File: src/design/rcfd_pkg.sv
// Types and constants of the remote control frame decoder.
// Used by the front, queue, back and top modules; depends on nothing.
package rcfd_pkg;

	localparam int FRAME_BYTES = 18;
	localparam int FRAME_BITS  = 8 * FRAME_BYTES;
	localparam int CH_W        = 11;
	localparam int SW_W        = 2;
	localparam int VAL_W       = 16;
	localparam int ID_W        = 4;
	localparam int QUEUE_DEPTH = 2;

	// Input item kinds
	typedef enum logic [1:0] {
		OP_BYTE     = 2'd0,
		OP_IDLE     = 2'd1,
		OP_FAILSAFE = 2'd2
	} op_t;

	// Commands passed from front to back
	typedef enum logic {
		CMD_UNPACK   = 1'b0,
		CMD_FAILSAFE = 1'b1
	} cmd_kind_t;

	typedef struct packed {
		cmd_kind_t              kind;
		logic [FRAME_BITS-1:0]  frame;
	} cmd_t;

	typedef struct packed {
		logic full;
		logic empty;
	} q_status_t;

	typedef struct packed {
		logic [CH_W-1:0] low;
		logic [CH_W-1:0] high;
		logic [CH_W-1:0] center;
	} cfg_t;

	// Configuration register indexes
	localparam logic [1:0] REG_LOW    = 2'd0;
	localparam logic [1:0] REG_HIGH   = 2'd1;
	localparam logic [1:0] REG_CENTER = 2'd2;

	localparam logic [CH_W-1:0] LOW_RESET    = 11'd364;
	localparam logic [CH_W-1:0] HIGH_RESET   = 11'd1684;
	localparam logic [CH_W-1:0] CENTER_RESET = 11'd1024;

	// Field ids of one result run
	localparam logic [ID_W-1:0] FIELD_CH0     = 4'd0;
	localparam logic [ID_W-1:0] FIELD_CH1     = 4'd1;
	localparam logic [ID_W-1:0] FIELD_CH2     = 4'd2;
	localparam logic [ID_W-1:0] FIELD_CH3     = 4'd3;
	localparam logic [ID_W-1:0] FIELD_S1      = 4'd4;
	localparam logic [ID_W-1:0] FIELD_S2      = 4'd5;
	localparam logic [ID_W-1:0] FIELD_MOUSE_X = 4'd6;
	localparam logic [ID_W-1:0] FIELD_MOUSE_Y = 4'd7;
	localparam logic [ID_W-1:0] FIELD_MOUSE_Z = 4'd8;
	localparam logic [ID_W-1:0] FIELD_PRESS_L = 4'd9;
	localparam logic [ID_W-1:0] FIELD_PRESS_R = 4'd10;
	localparam logic [ID_W-1:0] FIELD_KEYS    = 4'd11;
	localparam logic [ID_W-1:0] FIELD_ROTOR   = 4'd12;
	localparam logic [ID_W-1:0] FIELD_PREV_CH1 = 4'd13;
	localparam logic [ID_W-1:0] FIELD_PREV_S2 = 4'd14;
	localparam logic [ID_W-1:0] FIELD_LAST    = FIELD_PREV_S2;

endpackage

File: src/design/rcfd_queue.sv
// Two-entry command queue between the decoder front and back.
// Depends on rcfd_pkg for the command and status types.
module rcfd_queue (
	input  logic               clk,
	input  logic               arst_n,
	input  logic               push,
	input  rcfd_pkg::cmd_t     push_cmd,
	input  logic               pop,
	output rcfd_pkg::cmd_t     head_cmd,
	output rcfd_pkg::q_status_t status
);

	localparam int PTR_W = $clog2(rcfd_pkg::QUEUE_DEPTH);
	localparam int CNT_W = $clog2(rcfd_pkg::QUEUE_DEPTH + 1);

	rcfd_pkg::cmd_t    entry_q [rcfd_pkg::QUEUE_DEPTH];
	logic [PTR_W-1:0]  wr_ptr_q;
	logic [PTR_W-1:0]  rd_ptr_q;
	logic [CNT_W-1:0]  count_q;

	assign status.full  = (count_q == CNT_W'(rcfd_pkg::QUEUE_DEPTH));
	assign status.empty = (count_q == '0);
	assign head_cmd     = entry_q[rd_ptr_q];

	always_ff @(posedge clk) begin
		if (push) begin
			entry_q[wr_ptr_q] <= push_cmd;
		end
	end

	always_ff @(posedge clk or negedge arst_n) begin
		if (!arst_n) begin
			wr_ptr_q <= '0;
			rd_ptr_q <= '0;
			count_q  <= '0;
		end else begin
			if (push) begin
				wr_ptr_q <= (wr_ptr_q == PTR_W'(rcfd_pkg::QUEUE_DEPTH - 1)) ?
					'0 : wr_ptr_q + PTR_W'(1);
			end
			if (pop) begin
				rd_ptr_q <= (rd_ptr_q == PTR_W'(rcfd_pkg::QUEUE_DEPTH - 1)) ?
					'0 : rd_ptr_q + PTR_W'(1);
			end
			case ({push, pop})
				2'b10:   count_q <= count_q + CNT_W'(1);
				2'b01:   count_q <= count_q - CNT_W'(1);
				default: count_q <= count_q;
			endcase
		end
	end

endmodule

File: src/design/rcfd_front.sv
// Decoder front: accepts input items, counts and stores frame bytes,
// and queues unpack and failsafe commands. Depends on rcfd_pkg.
module rcfd_front #(
	parameter int BUFFER_BYTES = 36
) (
	input  logic                clk,
	input  logic                arst_n,
	input  logic                in_valid,
	output logic                in_ready,
	input  logic [1:0]          in_op,
	input  logic [7:0]          in_byte,
	input  rcfd_pkg::q_status_t q_status,
	output logic                push,
	output rcfd_pkg::cmd_t      push_cmd
);

	localparam int CW     = $clog2(BUFFER_BYTES + 1);
	localparam int FIDX_W = $clog2(rcfd_pkg::FRAME_BYTES);

	logic [7:0]    frame_q [rcfd_pkg::FRAME_BYTES];
	logic [CW-1:0] count_q;
	logic          accept;
	rcfd_pkg::op_t op;

	assign in_ready = !q_status.full;
	assign accept   = in_valid && in_ready;
	assign op       = rcfd_pkg::op_t'(in_op);

	always_comb begin
		for (int i = 0; i < rcfd_pkg::FRAME_BYTES; i++) begin
			push_cmd.frame[8*i +: 8] = frame_q[i];
		end
		push_cmd.kind = rcfd_pkg::CMD_UNPACK;
		push          = 1'b0;
		case (op)
			rcfd_pkg::OP_IDLE: begin
				push = accept && (count_q == CW'(rcfd_pkg::FRAME_BYTES));
			end
			rcfd_pkg::OP_FAILSAFE: begin
				push_cmd.kind = rcfd_pkg::CMD_FAILSAFE;
				push          = accept;
			end
			default: push = 1'b0;
		endcase
	end

	// Bytes beyond the frame are counted but not kept
	always_ff @(posedge clk) begin
		if (accept && (op == rcfd_pkg::OP_BYTE) &&
				(count_q < CW'(rcfd_pkg::FRAME_BYTES))) begin
			frame_q[count_q[FIDX_W-1:0]] <= in_byte;
		end
	end

	always_ff @(posedge clk or negedge arst_n) begin
		if (!arst_n) begin
			count_q <= '0;
		end else if (accept) begin
			case (op)
				rcfd_pkg::OP_BYTE: begin
					if (count_q < CW'(BUFFER_BYTES)) begin
						count_q <= count_q + CW'(1);
					end
				end
				rcfd_pkg::OP_IDLE: count_q <= '0;
				default:           count_q <= count_q;
			endcase
		end
	end

endmodule

File: src/design/rcfd_back.sv
// Decoder back: unpacks frames, applies failsafe repair and streams the
// fifteen fields of each run. Depends on rcfd_pkg.
module rcfd_back (
	input  logic                        clk,
	input  logic                        arst_n,
	input  rcfd_pkg::cfg_t              cfg,
	input  rcfd_pkg::cmd_t              head_cmd,
	input  rcfd_pkg::q_status_t         q_status,
	output logic                        pop,
	output logic                        out_valid,
	input  logic                        out_ready,
	output logic [rcfd_pkg::ID_W-1:0]   out_id,
	output logic [rcfd_pkg::VAL_W-1:0]  out_value,
	output logic                        out_last
);

	logic [rcfd_pkg::CH_W-1:0]  stick_q [4];
	logic [rcfd_pkg::SW_W-1:0]  switch_q [2];
	logic [rcfd_pkg::VAL_W-1:0] mouse_q [6];
	logic [rcfd_pkg::VAL_W-1:0] rotor_q;
	logic [rcfd_pkg::CH_W-1:0]  prev_ch1_q;
	logic [rcfd_pkg::SW_W-1:0]  prev_s2_q;
	logic                       active_q;
	logic [rcfd_pkg::ID_W-1:0]  idx_q;

	logic [rcfd_pkg::CH_W-1:0]  fs_stick [4];
	logic [rcfd_pkg::SW_W-1:0]  fs_switch [2];
	logic [rcfd_pkg::VAL_W-1:0] fs_rotor;
	logic [rcfd_pkg::FRAME_BITS-1:0] fb;
	logic                       run_done;

	assign fb       = head_cmd.frame;
	assign run_done = active_q && out_ready && (idx_q == rcfd_pkg::FIELD_LAST);
	assign pop      = !q_status.empty && (!active_q || run_done);

	// Failsafe repair; a negative rotor always falls below the low limit
	always_comb begin
		for (int k = 0; k < 4; k++) begin
			fs_stick[k] = ((stick_q[k] < cfg.low) || (stick_q[k] > cfg.high)) ?
				cfg.center : stick_q[k];
		end
		fs_rotor = (rotor_q[15] ||
				(rotor_q < {5'd0, cfg.low}) || (rotor_q > {5'd0, cfg.high})) ?
			{5'd0, cfg.center} : rotor_q;
		for (int k = 0; k < 2; k++) begin
			fs_switch[k] = (switch_q[k] == 2'd0) ? 2'd1 : switch_q[k];
		end
	end

	always_ff @(posedge clk or negedge arst_n) begin
		if (!arst_n) begin
			for (int k = 0; k < 4; k++) stick_q[k] <= '0;
			for (int k = 0; k < 2; k++) switch_q[k] <= '0;
			for (int k = 0; k < 6; k++) mouse_q[k] <= '0;
			rotor_q    <= '0;
			prev_ch1_q <= '0;
			prev_s2_q  <= '0;
			active_q   <= 1'b0;
			idx_q      <= '0;
		end else if (pop) begin
			case (head_cmd.kind)
				rcfd_pkg::CMD_UNPACK: begin
					prev_ch1_q  <= stick_q[1];
					prev_s2_q   <= switch_q[1];
					stick_q[0]  <= fb[10:0];
					stick_q[1]  <= fb[21:11];
					stick_q[2]  <= fb[32:22];
					stick_q[3]  <= fb[43:33];
					switch_q[1] <= fb[45:44];
					switch_q[0] <= fb[47:46];
					mouse_q[0]  <= fb[63:48];
					mouse_q[1]  <= fb[79:64];
					mouse_q[2]  <= fb[95:80];
					mouse_q[3]  <= {8'd0, fb[103:96]};
					mouse_q[4]  <= {8'd0, fb[111:104]};
					mouse_q[5]  <= fb[127:112];
					rotor_q     <= fb[143:128];
				end
				default: begin
					for (int k = 0; k < 4; k++) stick_q[k] <= fs_stick[k];
					for (int k = 0; k < 2; k++) switch_q[k] <= fs_switch[k];
					rotor_q <= fs_rotor;
				end
			endcase
			active_q <= 1'b1;
			idx_q    <= '0;
		end else if (active_q && out_ready) begin
			if (idx_q == rcfd_pkg::FIELD_LAST) begin
				active_q <= 1'b0;
			end else begin
				idx_q <= idx_q + 4'd1;
			end
		end
	end

	assign out_valid = active_q;
	assign out_id    = idx_q;
	assign out_last  = (idx_q == rcfd_pkg::FIELD_LAST);

	always_comb begin
		case (idx_q)
			rcfd_pkg::FIELD_CH0:      out_value = {5'd0, stick_q[0]};
			rcfd_pkg::FIELD_CH1:      out_value = {5'd0, stick_q[1]};
			rcfd_pkg::FIELD_CH2:      out_value = {5'd0, stick_q[2]};
			rcfd_pkg::FIELD_CH3:      out_value = {5'd0, stick_q[3]};
			rcfd_pkg::FIELD_S1:       out_value = {14'd0, switch_q[0]};
			rcfd_pkg::FIELD_S2:       out_value = {14'd0, switch_q[1]};
			rcfd_pkg::FIELD_MOUSE_X:  out_value = mouse_q[0];
			rcfd_pkg::FIELD_MOUSE_Y:  out_value = mouse_q[1];
			rcfd_pkg::FIELD_MOUSE_Z:  out_value = mouse_q[2];
			rcfd_pkg::FIELD_PRESS_L:  out_value = mouse_q[3];
			rcfd_pkg::FIELD_PRESS_R:  out_value = mouse_q[4];
			rcfd_pkg::FIELD_KEYS:     out_value = mouse_q[5];
			rcfd_pkg::FIELD_ROTOR:    out_value = rotor_q;
			rcfd_pkg::FIELD_PREV_CH1: out_value = {5'd0, prev_ch1_q};
			rcfd_pkg::FIELD_PREV_S2:  out_value = {14'd0, prev_s2_q};
			default:                  out_value = '0;
		endcase
	end

endmodule

File: src/design/remote_control_frame_decoder_core.sv
// Top level of the remote control frame decoder: configuration registers,
// front, command queue and back. Depends on rcfd_pkg and the three submodules.
//
// Use: feed UART events on the s_ stream. s_tuser[1:0] gives the kind
// (0 received byte in s_tdata[7:0], 1 idle line, 2 failsafe check).
// One request is accepted per cycle while the command queue has room.
// An idle line after exactly 18 bytes, or any failsafe check, starts a run
// of 15 results on the m_ stream: m_tuser is the field id, m_tdata the
// 16-bit field value, m_tlast marks field 14.
// With the back idle, an accepted request that starts a run is written into
// the command queue, then popped by the back, which loads its field registers
// and shows the first result; a run then moves one result per cycle while the
// receiver keeps m_tready high. The back starts the next queued run in the
// cycle after the last field of the previous one is taken.
// When the receiver stalls, the current result holds; up to two commands
// wait in the queue, after which s_tready falls until a run finishes.
// Byte and other idle requests never use the queue but still wait on it.
// Reset clears the byte count, the decoded fields and the queue, and loads
// the limits 364 / 1684 and the center 1024. The APB port writes the
// limit and center registers at 0x0, 0x4 and 0x8; pready is always high.
module remote_control_frame_decoder_core #(
	parameter int BUFFER_BYTES = 36
) (
	input  logic        clk,
	input  logic        arst_n,
	input  logic        s_tvalid,
	output logic        s_tready,
	input  logic [7:0]  s_tdata,   // [7:0] data_byte
	input  logic [1:0]  s_tuser,   // [1:0] op
	output logic        m_tvalid,
	input  logic        m_tready,
	output logic [15:0] m_tdata,   // [15:0] field_value
	output logic [3:0]  m_tuser,   // [3:0] field_id
	output logic        m_tlast,
	input  logic        psel,
	input  logic        penable,
	input  logic        pwrite,
	input  logic [3:0]  paddr,
	input  logic [31:0] pwdata,
	output logic [31:0] prdata,
	output logic        pready
);

	rcfd_pkg::cfg_t      cfg_q;
	rcfd_pkg::q_status_t q_status;
	rcfd_pkg::cmd_t      push_cmd;
	rcfd_pkg::cmd_t      head_cmd;
	logic                push;
	logic                pop;
	logic                cfg_write;

	assign pready    = 1'b1;
	assign cfg_write = psel && penable && pwrite && pready;

	always_ff @(posedge clk or negedge arst_n) begin
		if (!arst_n) begin
			cfg_q.low    <= rcfd_pkg::LOW_RESET;
			cfg_q.high   <= rcfd_pkg::HIGH_RESET;
			cfg_q.center <= rcfd_pkg::CENTER_RESET;
		end else if (cfg_write) begin
			case (paddr[3:2])
				rcfd_pkg::REG_LOW:    cfg_q.low    <= pwdata[10:0];
				rcfd_pkg::REG_HIGH:   cfg_q.high   <= pwdata[10:0];
				rcfd_pkg::REG_CENTER: cfg_q.center <= pwdata[10:0];
				default:              cfg_q        <= cfg_q;
			endcase
		end
	end

	always_comb begin
		case (paddr[3:2])
			rcfd_pkg::REG_LOW:    prdata = {21'd0, cfg_q.low};
			rcfd_pkg::REG_HIGH:   prdata = {21'd0, cfg_q.high};
			rcfd_pkg::REG_CENTER: prdata = {21'd0, cfg_q.center};
			default:              prdata = '0;
		endcase
	end

	rcfd_front #(
		.BUFFER_BYTES(BUFFER_BYTES)
	) u_front (
		.clk      (clk),
		.arst_n   (arst_n),
		.in_valid (s_tvalid),
		.in_ready (s_tready),
		.in_op    (s_tuser),
		.in_byte  (s_tdata),
		.q_status (q_status),
		.push     (push),
		.push_cmd (push_cmd)
	);

	rcfd_queue u_queue (
		.clk      (clk),
		.arst_n   (arst_n),
		.push     (push),
		.push_cmd (push_cmd),
		.pop      (pop),
		.head_cmd (head_cmd),
		.status   (q_status)
	);

	rcfd_back u_back (
		.clk       (clk),
		.arst_n    (arst_n),
		.cfg       (cfg_q),
		.head_cmd  (head_cmd),
		.q_status  (q_status),
		.pop       (pop),
		.out_valid (m_tvalid),
		.out_ready (m_tready),
		.out_id    (m_tuser),
		.out_value (m_tdata),
		.out_last  (m_tlast)
	);

endmodule

File: config.mk
export PLATFORM = sky130hd
export DESIGN_NAME = remote_control_frame_decoder_core
export DESIGN_NICKNAME = d
export VERILOG_FILES = /design/src/design/rcfd_pkg.sv /design/src/design/rcfd_queue.sv /design/src/design/rcfd_front.sv /design/src/design/rcfd_back.sv /design/src/design/remote_control_frame_decoder_core.sv
export SDC_FILE = /design/constraint.sdc
export NUM_CORES = 1
export LEC_CHECK = 0
export ABC_AREA = 0
export ABC_CLOCK_PERIOD_IN_PS = 13800
export BUFFER_PORTS_ARGS = -buffer_cell sky130_fd_sc_hd__buf_2
export CELL_PAD_IN_SITES_DETAIL_PLACEMENT = 1
export CELL_PAD_IN_SITES_GLOBAL_PLACEMENT = 1
export CORE_MARGIN = 5
export CORE_UTILIZATION = 29
export CTS_CLUSTER_DIAMETER = 200
export DETAILED_ROUTE_END_ITERATION = 10
export GPL_TIMING_DRIVEN = 0
export MAX_ROUTING_LAYER = met4
export PLACE_DENSITY_LB_ADDON = 0.1
export SKIP_CTS_REPAIR_TIMING = 1
export SLEW_MARGIN = 20
export SYNTH_ARGS = -nofsm -noshare
export SYNTH_HDL_FRONTEND = slang
export SYNTH_SLANG_ARGS = --single-unit
File: constraint.sdc
create_clock -name clk -period 13.8 [get_ports clk]
set_clock_uncertainty 0.1 [all_clocks]
set_input_delay 1.38 -clock clk [delete_from_list [all_inputs] [get_ports clk]]
set_output_delay 1.38 -clock clk [all_outputs]
set_load 0.01 [all_outputs]
# Yosys cells after proc, flatten, opt, wreduce, memory -nomap -nowiden
# Memories as Yosys holds them, arrays and structs flattened.
# Cells that the tools add are included.
word_totals:
  mem_count: 2
  regBits: 205
  in_bits: 53
  wordCells: 148
  ram_bits: 434
classes:
  n_addsub: 6
  order_cmp: 12
  n_reduce_logical: 43
  bitwise: 1
  eq_ne: 31
  mux: 29
mem_list:
  columns: ["name", "depth", "word_bits", "rd", "rd_clocked_by_memory_dff", "write_ports", "line", "text"]
  rows:
  - ["u_queue.entry_q", 2, 145, 1, 0, 1, "rcfd_queue.sv:16", "rcfd_pkg::cmd_t entry_q [rcfd_pkg::QUEUE_DEPTH];"]
  - ["u_front.frame_q", 18, 8, 18, 0, 1, "rcfd_front.sv:20", "logic [7:0] frame_q [rcfd_pkg::FRAME_BYTES];"]
op_table:
  columns: ["op", "count"]
  rows:
  - ["one-hot mux 16 bit (15 select lines)", 1]
  - ["> comparator 11 bit", 4]
  - ["less-than comparator 11 bit", 4]
  - ["two-way mux 11 bit", 4]
  - ["two-way mux 44 bit", 1]
  - ["one-hot mux 11 bit (3 select lines)", 1]
  - ["two-way mux 16 bit", 2]
  - ["== test 4 bit, second input constant", 7]
  - ["AND reduction 2 bit", 13]
  - ["== test 4 x 3 -> 1 bit, second input constant", 4]
  - ["> comparator 16 x 11 -> 1 bit", 1]
  - ["less-than comparator 16 x 11 -> 1 bit", 1]
  - ["two-way mux 4 bit", 4]
  - ["!= test 2 bit, second input constant", 8]
  - ["one-hot mux 6 bit (2 select lines)", 1]
  - ["logical NOT 2 bit", 5]
  - ["two-way mux 1 bit", 10]
  - ["logical AND 1 bit", 9]
  - ["== test 2 bit, second input constant", 4]
  - ["== test 4 x 2 -> 1 bit, second input constant", 2]
  - ["nonzero test 2 bit", 4]
  - ["logical OR 1 bit", 7]
  - ["adder 6 x 1 -> 6 bit, second input constant", 1]
  - ["== test 2 x 1 -> 1 bit, second input constant", 3]
  - ["17 further kinds", 21]

# Depth between registers and ports, before layout
# Gate-level depths: netlist (run 1).
logic_depth:
  ltp_word: 7
  depth_mapped: 11
  depth_no_buf: 10

# By module
# From an unflattened synthesis (run 1), not the netlist that was laid out.
unflattened:
  hier_cells: 1796
  area_unflattened_um2: 27657.8
by_module_without_submodules:
  columns: ["module", "area_per_inst_um2", "cells_each", "n_inst", "seq_area_each_um2"]
  rows:
  - ["rcfd_queue", 10730.3, 467, 1, 8808.4]
  - ["rcfd_back", 10271.1, 969, 1, 4053.9]
  - ["rcfd_front", 4949.7, 225, 1, 4474.3]
  - ["remote_control_frame_decoder_core", 1706.6, 135, 1, 839.6]

# Worst setup path after synthesis (run 1)
# OpenSTA, ideal clock, no wires.
synth_path:
  path_kind: "input -> register"
  startpoint: "input s_tuser[1]"
  endpoint: "memory u_queue.entry_q[0][0] (netlist bit) (enable)"
  setup_time_ns: 0.653
  t_arrival_ns: 8.382
  slack_ns: 4.666
  cell_stages: 8
  path_cell_list: "inv_1 > ha_1 > clkbuf_1 > nand2_1 > nor4_1 > o2111a_1 > inv_1 > nor2_1"
synth_via:
  elab_chain_len: 4
  word_cells_on_any_way: 5
  cone_classes: "eq/ne (2); mux (3)"
synth_rtl:
  columns: ["item", "line", "text"]
  rows:
  - ["start, declared", "remote_control_frame_decoder_core.sv:29", "input logic [1:0] s_tuser,"]
  - ["== test 2 bit / == test 2 x 1 -> 1 bit (equally long branches)", "rcfd_front.sv:35", "case (op)"]
  - ["one-hot mux 1 bit (2 select lines) *", "rcfd_front.sv:35", null]
  - ["two-way mux 1 bit *", "rcfd_queue.sv:26", "if (push) begin"]
  - ["two-way mux 1 bit (implied by the code) *", "rcfd_queue.sv:27", "entry_q[wr_ptr_q] <= push_cmd;"]
  - ["end, declared", "rcfd_queue.sv:16", null]
# Every way passes the cells marked *; elsewhere a longest branch is shown, timed or not.

# Worst setup path after layout (run 1)
layout_path:
  startpoint: "register u_back.idx_q (netlist bit u_back.out_id[2])"
  endpoint: "output m_tdata[8]"
layout_via:
  elab_chain_len: 2
  word_cells_on_any_way: 16
  cone_classes: "eq/ne (14); mux (1); reduce/logical (1)"
layout_rtl:
  columns: ["item", "line", "text"]
  rows:
  - ["start, declared", "rcfd_back.sv:24", "logic [rcfd_pkg::ID_W-1:0] idx_q;"]
  - ["start signal, assigned", "rcfd_back.sv:91", "idx_q <= idx_q + 4'd1;"]
  - ["== test 4 bit, or another cell as far along", "rcfd_back.sv:101", "case (idx_q)"]
  - ["one-hot mux 16 bit (15 select lines) *", "rcfd_back.sv:101", null]
  - ["end, declared", "remote_control_frame_decoder_core.sv:32", "output logic [15:0] m_tdata,"]
# Marked as above.

==> metrics.md, run 1 <==
| Metric | Value |
|---|---|
| EDFF count, synth | `roughly 430` |
| Fillers | `9646` |
| H-tree depth | `3` |
| Sink Count | `approximately 640` |
| Port Buffers | `61` |
| Post-synth top area cell | `edfxtp_1` |
| Yosys warns | `0` |
| Vias per cell | `a little under 5` |
| Worst-path cell chain | `clkbuf_1 > nor2b_1 > and2_0 > clkbuf_1 > a22oi_1 > nand3_1 > buf_2` |
| Finished Core Util | `between 30 and 40%` |
| Layout cells sized above 1 | `around 16%` |
| Commonest non-fill, non-tap cell in the layout | `edfxtp_1` |
| Lkg Pwr | `12.1 nW` |
| Routed len/inst | `roughly 27 µm` |
| Final std cells w/o fill | `between 3000 and 4000` |
| Post-Syn Area | `between 20000 and 30000 µm²` |
| CP required | `roughly 12 ns` |
| Synth unique cells | `slightly below 70` |
| Height of the die | `between 300 and 400 µm` |
| HPWL after DPL | `65.5 mm` |
| Endpoint, Worst Hold | `u_queue.entry_q[1][8]$_DFFE_PP_` |
| Crit share post-route | `between 30% and 40%` |
| Outcome | `completed` |
| Power Dens Cells | `between 200 and 250 nW/µm²` |
| Via Count | `16700` |
| Clock Tree Root | `clkbuf_16` |
| Hold depth | `0` |
| Crit Path Class | `flop to output pin` |
| Reg-to-Reg End | `u_back.mouse_q[67]$_DFFE_PN0P_` |
| Unrepaired setup endpoints after global routing | `no` |
| Post-Syn Instances | `~1900` |
| Remaining Overflow, GRT | `0` |
| Initial core utilization | `29.3%` |
| # setup viols final | `0` |
| Crit path buf inv count | `3` |
| TritonCTS Buffers | `76` |
| Sequential area share after synthesis | `between 60% and 70%` |
| Vias in the first global route | `17800` |
| Worst path max stage delay | `around 0.78 ns` |
| I/O pin cnt | `roughly 110` |
| Rows | `about 110` |
| Hold_sp | `u_front.frame_q[1][0]$_DFFE_PP_` |
| Tot GR Track Use | `between 10% and 20%` |
| Crit path launch type | `flop` |
| Core ar. | `91900 µm²` |
| Area contributors post-synth | `edfxtp_1 (48%), dfrtp_1 (18%), ha_1 (5.4%)` |
| Largest net degree at the start of global routing | `between 80 and 90` |
| Max clock buf depth | `3` |
| Commonest cells after routing, fill and taps aside | `edfxtp_1 (434), dfrtp_1 (194), a21oi_1 (163)` |
| RR Startpoint | `u_back.out_id[0]$_DFFE_PN0P_` |
| Post-layout nets | `between 2000 and 2500` |
| VDD IR-drop max | `between 0.07 and 0.08 mV` |
| Design area | `about 32000 µm²` |
| Area growth syn-to-layout | `17.8%` |
| Crit. path cell count | `7` |
| First-pass GRT wire length | `between 100 and 150 mm` |
| Hold crit path type | `flop to flop` |
| Top_reg_cell synth | `edfxtp_1` |
| Initial antenna violation count | `9` |
| Worst-path clk slew | `approximately 0.060 ns` |
| Placed cell count | `3227` |
| Die area | `around 99000 µm²` |
| Chip width | `around 310 µm` |
| Final ANT Viol Nets | `0` |
| Clock period minus worst slack | `5.37 ns` |
| Crit-path max FO | `10` |
| Detailed Route Iter0 Violations | `about 1200` |
| Total Wirelength | `between 90 and 100 mm` |
| Overall power | `approximately 6.4 mW` |
| Crit end category | `output pin` |
| Worst slew pin tran | `~1.1 ns` |
| Final GP Congestion | `roughly 0.84` |
| Slowest cell on crit path | `clkbuf_1` |
| CTS tree | `done` |
| Async S/R FF share, synth | `32.1%` |
| Clock Latency Late Sink | `between 0.6 and 0.7 ns` |
| Area after DPL | `29200 µm²` |
| Setup TNS | `0 ns` |
| Slew headroom | `25.5%` |
| Max Slew Vio Count | `0` |
| Count of final hold-check violations | `0` |
| Max-Cap Viols | `0` |
| Pre-Repair DR Iteration Count | `7` |
| R2R depth | `9` |
| Mean post-synth cell area | `between 10 and 15 µm²` |
| Delay-heaviest family, CP | `buffers and inverters` |
| Register bit total from synthesis | `~640` |
| R2r setup slk | `around 9.8 ns` |
| Area share of the largest cell type after synthesis | `48.4%` |
| Worst EP arrival | `3.89 ns` |
| Post-route DRC | `0` |
| Cell mode on critical path | `clkbuf_1` |
| Fmax | `186 MHz` |
## sequential cells by signal, summed over array words and instances, names as in the netlist, 2 cells and up
name and count:
u_back.rotor_q 16, u_queue.entry_q 290, u_front.frame_q 144, u_back.switch_q 4, u_back.prev_s2_q 2, u_back.prev_ch1_q 11
u_front.count_q 6, u_back.out_id 4, u_queue.count_q 2, cfg_q 33, u_back.mouse_q 80, u_back.stick_q 44
## synthesized netlist by cell type (4+ instances only)
| cell type | number |
|---|---|
| mux2_2 | 88 |
| a22o_1 | 14 |
| dfrtp_1 | 194 |
| o31ai_1 | 8 |
| inv_1 | 35 |
| clkbuf_1 | 66 |
| nand4_1 | 20 |
| nand2b_1 | 24 |
| a21oi_1 | 163 |
| mux2_4 | 10 |
| a22oi_1 | 38 |
| nand3b_1 | 5 |
| edfxtp_1 | 434 |
| buf_4 | 23 |
| and2_1 | 6 |
| dfstp_2 | 11 |
| o21ai_0 | 101 |
| ha_1 | 117 |
| nor2_1 | 140 |
| a21boi_0 | 5 |
| a31oi_1 | 5 |
| a21o_1 | 4 |
| a211oi_1 | 8 |
| buf_1 | 10 |
| a32o_1 | 5 |
| o211ai_1 | 25 |
| a221oi_1 | 8 |
| mux2i_1 | 135 |
| nand3_1 | 22 |
| nand2_1 | 70 |
| buf_2 | 10 |
| a222oi_1 | 6 |
| or3_1 | 4 |
| nor2b_1 | 14 |
| nor3_1 | 9 |
## final cells by class
| type | count | area [µm²] | share of cell area (%) |
|---|---|---|---|
| Antenna cell | 4 | 10.0 | 0.0315 |
| Clock inverter | 38 | 428 | 1.35 |
| Timing Repair Buffer | 75 | 647 | 2.04 |
| Inverter | 35 | 131 | 0.414 |
| Buffer | 113 | 552 | 1.74 |
| Clock buffer | 101 | 2060 | 6.49 |
| Sequential cell | 639 | 18200 | 57.3 |
| Multi-Input combinational cell | 1122 | 8180 | 25.8 |
| Tap cell | 1243 | 1560 | 4.90 |
## power by group
group,internal (mW),switching [mW]
combinational,0.663,1.02
clock,1.20,0.811
sequential,2.30,0.399
total,4.17,2.23
## how the worst max path moves through the flow
stage,start,to,slack (ns)
after detailed placement,u_back.out_id[2]$_DFFE_PN0P_,m_tdata[4],9.14
after global placement,s_tuser[1],u_queue.entry_q[0][66]$_DFFE_PP_,-1.09
after CTS,u_back.out_id[2]$_DFFE_PN0P_,m_tdata[4],8.45
final,u_back.out_id[2]$_DFFE_PN0P_,m_tdata[8],8.43
after floorplan,s_tuser[1],u_queue.entry_q[0][0]$_DFFE_PP_,4.67
after global routing,u_back.out_id[0]$_DFFE_PN0P_,m_tdata[7],8.35
## stage by stage
step,hold slack [ns],setup slack (ns)
floorplan,0.321,4.67
CTS,0.321,8.45
global placement,0.322,-1.09
finish,0.321,8.43
detailed placement,0.331,9.14
global route,0.339,8.35
## cell families (layout without fill, tap and decap cells)
kind of cell | count (synthesis) | after routing | synth area share (%)
compound gates | 414 | 414 | 9.43
xor+xnor | 5 | 5 | 0.163
fa+ha+maj | 117 | 117 | 5.44
buf+inv | 148 | 362 | 2.53
flops | 639 | 639 | 67.5
mux | 233 | 233 | 9.25
other cells | 2 | 26 | 0.0279
simple gates | 331 | 331 | 5.69
## routing by layer
| layer | global-route usage, % | routed length (µm) | vias up |
|---|---|---|---|
| met4 | 4.60 | 1910 | 0 |
| li1 | - | - | 7460 |
| met2 | 30.1 | 43600 | 390 |
| met1 | 24.9 | 41800 | 8729 |
| met3 | 3.93 | 4770 | 118 |
| met5 | - | 0 | - |
Power figures use the tool's default switching activity.
==> run 2: changes to the inputs <==
Settings changed: ABC_AREA 0 to 1, ABC_CLOCK_PERIOD_IN_PS 13800 to 5100.
Clock period 13.8 ns to 5.1 ns, I/O delays scaled along.
==> metrics.md, run 2 <==
| Metric | Value |
|---|---|
| Outcome | `completed (unchanged)` |
| Post-synth top area cell | `edfxtp_1 (unchanged)` |
| P_int | `10.8 mW (was 4.17 mW)` |
| Height of the die | `316 µm (was 315 µm)` |
| Slew headroom | `27.2% (was 25.5%)` |
| Seq pwr share | `41.6% (was 42.2%)` |
| Worst EP arrival | `3.63 ns (was 3.89 ns)` |
| Worst slew pin tran | `1.09 ns (was 1.11 ns)` |
| Rows | `112 (was 111)` |
| Crit path launch type | `flop (unchanged)` |
| Largest net degree at the start of global routing | `86 (was 82)` |
| VDD IR-drop max | `0.249 mV (was 0.0766 mV)` |
| Mean post-synth cell area | `11.9 µm² (was 14.3 µm²)` |
| Crit end category | `output pin (unchanged)` |
| Tot GR Track Use | `19.9% (was 18.9%)` |
| Initial antenna violation count | `4 (was 9)` |
| Met3 usage | `2.41% (was 3.93%)` |
| HPWL after DPL | `69.5 mm (was 65.5 mm)` |
| First-pass GRT wire length | `139 mm (was 130 mm)` |
| Register bit total from synthesis | `639 (unchanged)` |
| Clock Latency Late Sink | `0.64 ns (about the same)` |
| Cell mode on critical path | `inv_1 (was clkbuf_1)` |
| Initial core utilization | `29.2% (was 29.3%)` |
| Area growth syn-to-layout | `17.9% (was 17.8%)` |
| Yosys warns | `0 (unchanged)` |
| Post-Syn Area | `27200 µm² (was 26900 µm²)` |
| Count of final hold-check violations | `0 (unchanged)` |
| Die area | `100000 µm² (was 99100 µm²)` |
| Largest register FFs | `290 (unchanged)` |
| Max Slew Vio Count | `0 (unchanged)` |
| H-tree depth | `3 (unchanged)` |
| Final worst slack | `0.858 ns (was 8.43 ns)` |
| CTS tree | `done (unchanged)` |
| Max-Cap Viols | `0 (unchanged)` |
| Fillers | `10000 (was 9646)` |
| Unrepaired setup endpoints after global routing | `no (unchanged)` |
| Layout cells sized above 1 | `13.7% (was 16.3%)` |
| Post-Syn Instances | `2284 (was 1889)` |
| Power Dens Cells | `536 nW/µm² (was 202 nW/µm²)` |
| Area contributors post-synth | `edfxtp_1 (48%), dfrtp_1 (18%), nand2_1 (6.4%) (was edfxtp_1 (48%), dfrtp_1 (18%), ha_1 (5.4%))` |
| M2 GR Usage | `32.8% (was 30.1%)` |
| Synth unique cells | `43 (was 68)` |
| Net Sw Frac | `37.5% (was 34.9%)` |
| Post-route DRC | `0 (unchanged)` |
| Top_reg_cell synth | `edfxtp_1 (unchanged)` |
| CP required | `4.49 ns (was 12.32 ns)` |
| Gate power share | `27.9% (was 26.3%)` |
| Crit-path max FO | `10 (unchanged)` |
| Commonest non-fill, non-tap cell in the layout | `nand2_1 (was edfxtp_1)` |
| Worst hold slack | `0.0619 ns (was 0.321 ns)` |
| Crit share post-route | `83.2%` |
| Port Buffers | `63 (was 61)` |
| Dpl ws | `1.53 ns (was 9.14 ns)` |
| Crit path buf inv count | `4 (was 3)` |
| Routed len/inst | `25.6 µm (was 27.3 µm)` |
| GRT busiest layer | `met2 (unchanged)` |
| Sequential area share after synthesis | `66.8% (was 67.5%)` |
| Delay-heaviest family, CP | `buffers and inverters (unchanged)` |
| Post-layout nets | `2634 (was 2232)` |
| Final GP Congestion | `0.854 (was 0.841)` |
| Vias per cell | `4.86 (was 4.95)` |
| Hold crit path type | `input port to flop (was flop to flop)` |
| Worst path max stage delay | `0.68 ns (was 0.78 ns)` |
| # setup viols final | `0 (unchanged)` |
| Remaining Overflow, GRT | `0 (unchanged)` |
| EDFF count, synth | `434 (unchanged)` |
| Pre-Repair DR Iteration Count | `5 (was 7)` |
| Finished Core Util | `34.4% (was 34.5%)` |
| NetSw | `6.44 mW (was 2.23 mW)` |
| Max clock buf depth | `3 (unchanged)` |
| Final ANT Viol Nets | `0 (unchanged)` |
| Most frequent cell after synthesis | `nand2_1 (was edfxtp_1)` |
| Crit Path Class | `flop to output pin (unchanged)` |
| Via Count | `18400 (was 16700)` |
| Commonest cells after routing, fill and taps aside | `nand2_1 (463), edfxtp_1 (434), nor2_1 (331) (was edfxtp_1 (434), dfrtp_1 (194), a21oi_1 (163))` |
| Vias in the first global route | `19500 (was 17800)` |
| Core ar. | `93200 µm² (was 91900 µm²)` |
| Lkg Pwr | `12.8 nW (was 12.1 nW)` |
| Area share of the largest cell type after synthesis | `47.9% (was 48.4%)` |
| Fmax | `roughly 240 MHz` |
| Synth top cells by count | `nand2_1 (463), edfxtp_1 (434), nor2_1 (338) (was edfxtp_1 (434), dfrtp_1 (194), a21oi_1 (163))` |
| Chip width | `316 µm (was 315 µm)` |
| Clk pwr share | `30.5% (was 31.5%)` |
| Slowest cell on crit path | `clkbuf_1 (unchanged)` |
| TritonCTS Buffers | `75 (was 76)` |
| Sink Count | `639 (unchanged)` |
| Clock Tree Root | `clkbuf_16 (unchanged)` |
| Ant. Diodes | `0 (was 4)` |
| Total Wirelength | `96.6 mm (was 92.1 mm)` |
| Detailed Route Iter0 Violations | `1328 (was 1184)` |
| Worst-path clk slew | `0.06 ns (about the same)` |
| Worst-path cell chain | `inv_1 > ha_1 > inv_1 > nor2_1 > clkbuf_1 > a221oi_1 > nand4_1 > buf_2 (was clkbuf_1 > nor2b_1 > and2_0 > clkbuf_1 > a22oi_1 > nand3_1 > buf_2)` |
| Met1 Usage GRT | `26.3% (was 24.9%)` |
| Clock period minus worst slack | `roughly 4.2 ns` |
| Async S/R FF share, synth | `32.1% (unchanged)` |
| Top reg by flops | `u_queue.entry_q (unchanged)` |
| I/O pin cnt | `109 (unchanged)` |
==> run 2: area by class of cell <==
type                            instances  area [µm²]  share of cell area (%)
Clock inverter                         32         327                    1.02
Clock buffer                          104        2080                    6.48
Inverter                              112         420                    1.31
Buffer                                116         624                    1.95
Multi-Input combinational cell       1437        8090                    25.2
Timing Repair Buffer                   83         788                    2.46
Tap cell                             1254        1570                    4.89
Sequential cell                       639       18200                    56.7
==> run 2: through the flow <==
step	area [µm²]	total power, mW	TNS [ns]	std cells
5_1_grt	32100	18.2	0	3777
3_5_place_dp	29700	12.1	0	3640
4_1_cts	32100	17.4	0	3776
6_report	32100	17.2	0	3777
3_3_place_gp	29200	11.9	-1299.42	3621
2_1_floorplan	27300	9.69	-118.59	2304
==> run 2: path summary, 6_finish.rpt <==
kind	cells past startpoint	to	slack [ns]	from
max	8	m_tdata[10]	0.86	u_back.out_id[0]$_DFFE_PN0P_
min	3	cfg_q[21]$_DFFE_PN1P_	0.06	pwdata[10]
max reg2reg	12	u_queue.count_q[1]$_DFFE_PN0P_	1.91	u_back.out_id[0]$_DFFE_PN0P_
min reg2reg	0	u_queue.entry_q[1][138]$_DFFE_PP_	0.33	u_front.frame_q[17][2]$_DFFE_PP_
max in group asynchronous	3	u_front.count_q[1]$_DFFE_PN0P_	3.76	arst_n
min in group asynchronous	2	cfg_q[12]$_DFFE_PN0P_	0.29	arst_n
==> run 2: kinds of logic (layout without fill, tap and decap cells) <==
| logic type | count (synthesis) | after routing | synth area share, % |
|---|---|---|---|
| other | 2 | 22 | 0.0276 |
| flip-flops | 639 | 639 | 66.8 |
| AND/OR/NAND/NOR | 951 | 951 | 14.0 |
| AO/OA/AOI/OAI | 342 | 342 | 9.79 |
| adder cells (fa/ha/maj) | 117 | 117 | 5.38 |
| buffers and inverters | 228 | 447 | 3.84 |
| XOR/XNOR | 4 | 4 | 0.129 |
| multiplexers | 1 | 1 | 0.0368 |
==> run 2: power by group through the flow <==
stage	clock (mW)	sequential, mW	combinational [mW]
2_1_floorplan	0	6.65	3.03
3_3_place_gp	0	7.27	4.66
3_5_place_dp	0	7.25	4.86
4_1_cts	5.38	7.15	4.88
5_1_grt	5.61	7.21	5.37
6_report	5.24	7.16	4.80
==> run 2: per-layer routing <==
layer	share of wire (%)	up-vias	routed length, µm
li1	-	8373	-
met3	3.7	131	3540
met2	48	391	46800
met1	45	9465	43900
met4	2.4	0	2340
met5	0	-	0
==> run 2: worst min-delay path: cells and delay by family <==
family,cells,cell delay (ns)
buffers and inverters,2,0.17
AOI/OAI and AO/OA,1,0.09
==> run 3: changes to the inputs <==
Settings changed: ABC_AREA 1 to 0, ABC_CLOCK_PERIOD_IN_PS 5100 to 3950.
Clock period 5.1 ns to 3.95 ns, I/O delays scaled along.
==> metrics.md, run 3 (synthesized netlist as in run 1, its figures left out) <==
| Metric | Value |
|---|---|
| Outcome | `completed (unchanged)` |
| Post-layout nets | `2241 (was 2634)` |
| I/O pin cnt | `109 (unchanged)` |
| Worst slew pin tran | `1.05 ns (was 1.09 ns)` |
| Crit end category | `output pin (unchanged)` |
| Initial core utilization | `29.3% (was 29.2%)` |
| Unrepaired setup endpoints after global routing | `yes (was no)` |
| Count of final hold-check violations | `0 (unchanged)` |
| Max clock buf depth | `3 (unchanged)` |
| Gate power share | `26.4% (was 27.9%)` |
| Crit Path Class | `flop to output pin (unchanged)` |
| Final GP Congestion | `0.857 (was 0.854)` |
| HPWL after DPL | `65.5 mm (was 69.5 mm)` |
| TritonCTS Buffers | `75 (unchanged)` |
| Layout cells sized above 1 | `17.1% (was 13.7%)` |
| Die area | `99100 µm² (was 100000 µm²)` |
| Clock Latency Late Sink | `0.64 ns (about the same)` |
| Slew headroom | `29.8% (was 27.2%)` |
| Post-route DRC | `0 (unchanged)` |
| Hold crit path type | `input port to flop (unchanged)` |
| Dpl ws | `-0.0700 ns (was 1.53 ns)` |
| Crit path launch type | `flop (unchanged)` |
| Overall power | `22.5 mW (was 17.2 mW)` |
| Final ANT Viol Nets | `0 (unchanged)` |
| M2 GR Usage | `29.0% (was 32.8%)` |
| Rows | `111 (was 112)` |
| Final worst slack | `0.0895 ns (was 0.858 ns)` |
| Clk pwr share | `31.6% (was 30.5%)` |
| Initial antenna violation count | `6 (was 4)` |
| Lkg Pwr | `12.2 nW (was 12.8 nW)` |
| P_int | `14.6 mW (was 10.8 mW)` |
| Seq pwr share | `42.0% (was 41.6%)` |
| Largest net degree at the start of global routing | `79 (was 86)` |
| Crit-path max FO | `10 (unchanged)` |
| Tot GR Track Use | `18.8% (was 19.9%)` |
| Port Buffers | `61 (was 63)` |
| Commonest cells after routing, fill and taps aside | `edfxtp_1 (434), dfrtp_1 (194), a21oi_1 (163) (was nand2_1 (463), edfxtp_1 (434), nor2_1 (331))` |
| Core ar. | `91900 µm² (was 93200 µm²)` |
| Clock period minus worst slack | `~3.9 ns` |
| Max-Cap Viols | `0 (unchanged)` |
| Remaining Overflow, GRT | `0 (unchanged)` |
| Chip width | `315 µm (was 316 µm)` |
| Vias in the first global route | `17700 (was 19500)` |
| VDD IR-drop max | `0.344 mV (was 0.249 mV)` |
| Area growth syn-to-layout | `18.6% (was 17.9%)` |
| Finished Core Util | `34.7% (was 34.4%)` |
| Worst-path clk slew | `0.06 ns (about the same)` |
| Via Count | `16700 (was 18400)` |
| Power Dens Cells | `703 nW/µm² (was 536 nW/µm²)` |
| Fmax | `259 MHz` |
| Clock Tree Root | `clkbuf_16 (unchanged)` |
| Met1 Usage GRT | `25.8% (was 26.3%)` |
| Pre-Repair DR Iteration Count | `5 (unchanged)` |
| # setup viols final | `0 (unchanged)` |
| H-tree depth | `3 (unchanged)` |
| CP required | `3.45 ns (was 4.49 ns)` |
| Commonest non-fill, non-tap cell in the layout | `edfxtp_1 (was nand2_1)` |
| Worst EP arrival | `3.37 ns (was 3.63 ns)` |
| Worst hold slack | `0.0853 ns (was 0.0619 ns)` |
| Net Sw Frac | `35.2% (was 37.5%)` |
| First-pass GRT wire length | `129 mm (was 139 mm)` |
| Height of the die | `315 µm (was 316 µm)` |
| Total Wirelength | `91.5 mm (was 96.6 mm)` |
| Vias per cell | `4.95 (was 4.86)` |
| Detailed Route Iter0 Violations | `1112 (was 1328)` |
| Routed len/inst | `27.1 µm (was 25.6 µm)` |
| Crit share post-route | `between 90% and 100%` |
| Top reg by flops | `u_queue.entry_q (unchanged)` |
| GRT busiest layer | `met2 (unchanged)` |
| Max Slew Vio Count | `0 (unchanged)` |
| Largest register FFs | `290 (unchanged)` |
| NetSw | `7.90 mW (was 6.44 mW)` |
| Sink Count | `639 (unchanged)` |
| CTS tree | `done (unchanged)` |
| Met3 usage | `3.48% (was 2.41%)` |
[run 3: power by group through the flow]
stage	Sequential, mW	Clock, mW	Combinational, mW
2_1_floorplan	8.68	0	3.82
3_3_place_gp	9.57	0	5.74
3_5_place_dp	9.57	0	5.95
4_1_cts	9.44	7.30	5.98
5_1_grt	9.49	7.60	6.53
6_report	9.42	7.10	5.93
[run 3: cell type report]
type | instances | area (µm²)
buffer | 113 | 571
clock buffer | 100 | 2050
timing repair buffer | 85 | 736
fill | 9693 | 60000
inverter | 35 | 134
tap | 1243 | 1560
antenna | 3 | 7.51
sequential | 639 | 18200
multi-input combinational | 1122 | 8210
clock inverter | 39 | 502
[run 3: worst max-delay path, cell delays in order (launching register included)]
cell,delay [ns]
dfrtp_1,0.45
inv_1,0.13
ha_2,0.30
nor2b_1,0.17
clkbuf_1,0.23
and2_1,0.24
clkbuf_2,0.26
a221oi_1,0.50
nand4_1,0.24
buf_2,0.20
[run 3: final timing paths]
| check | from | end | slack [ns] | cells past startpoint |
|---|---|---|---|---|
| setup / recovery | u_back.out_id[0]$_DFFE_PN0P_ | m_tdata[9] | 0.09 | 9 |
| hold / removal | m_tready | u_back.out_id[3]$_DFFE_PN0P_ | 0.09 | 3 |
| setup reg to reg | u_back.out_id[2]$_DFFE_PN0P_ | u_back.mouse_q[94]$_DFFE_PN0P_ | 0.31 | 9 |
| hold reg to reg | u_front.frame_q[1][2]$_DFFE_PP_ | u_queue.entry_q[0][10]$_DFFE_PP_ | 0.34 | 0 |
| max in group asynchronous | arst_n | u_back.mouse_q[0]$_DFFE_PN0P_ | 2.34 | 4 |
| min in group asynchronous | arst_n | cfg_q[3]$_DFFE_PN0P_ | 0.20 | 2 |
[run 3: per-layer routing]
metal  wire length (µm)  vias up
met1              42700     8718
met5                  0        -
li1                   -     7479
met2              42300      393
met3               4370      123
met4               2140        0
[run 3: through the flow]
stage	area, µm²	TNS (ns)	cells
3_3_place_gp	28900	-852.28	3213
4_1_cts	31800	-3.95	3364
6_report	31900	0	3379
5_1_grt	31900	-0.102	3376
3_5_place_dp	29200	-0.538	3225
2_1_floorplan	27000	0	1909
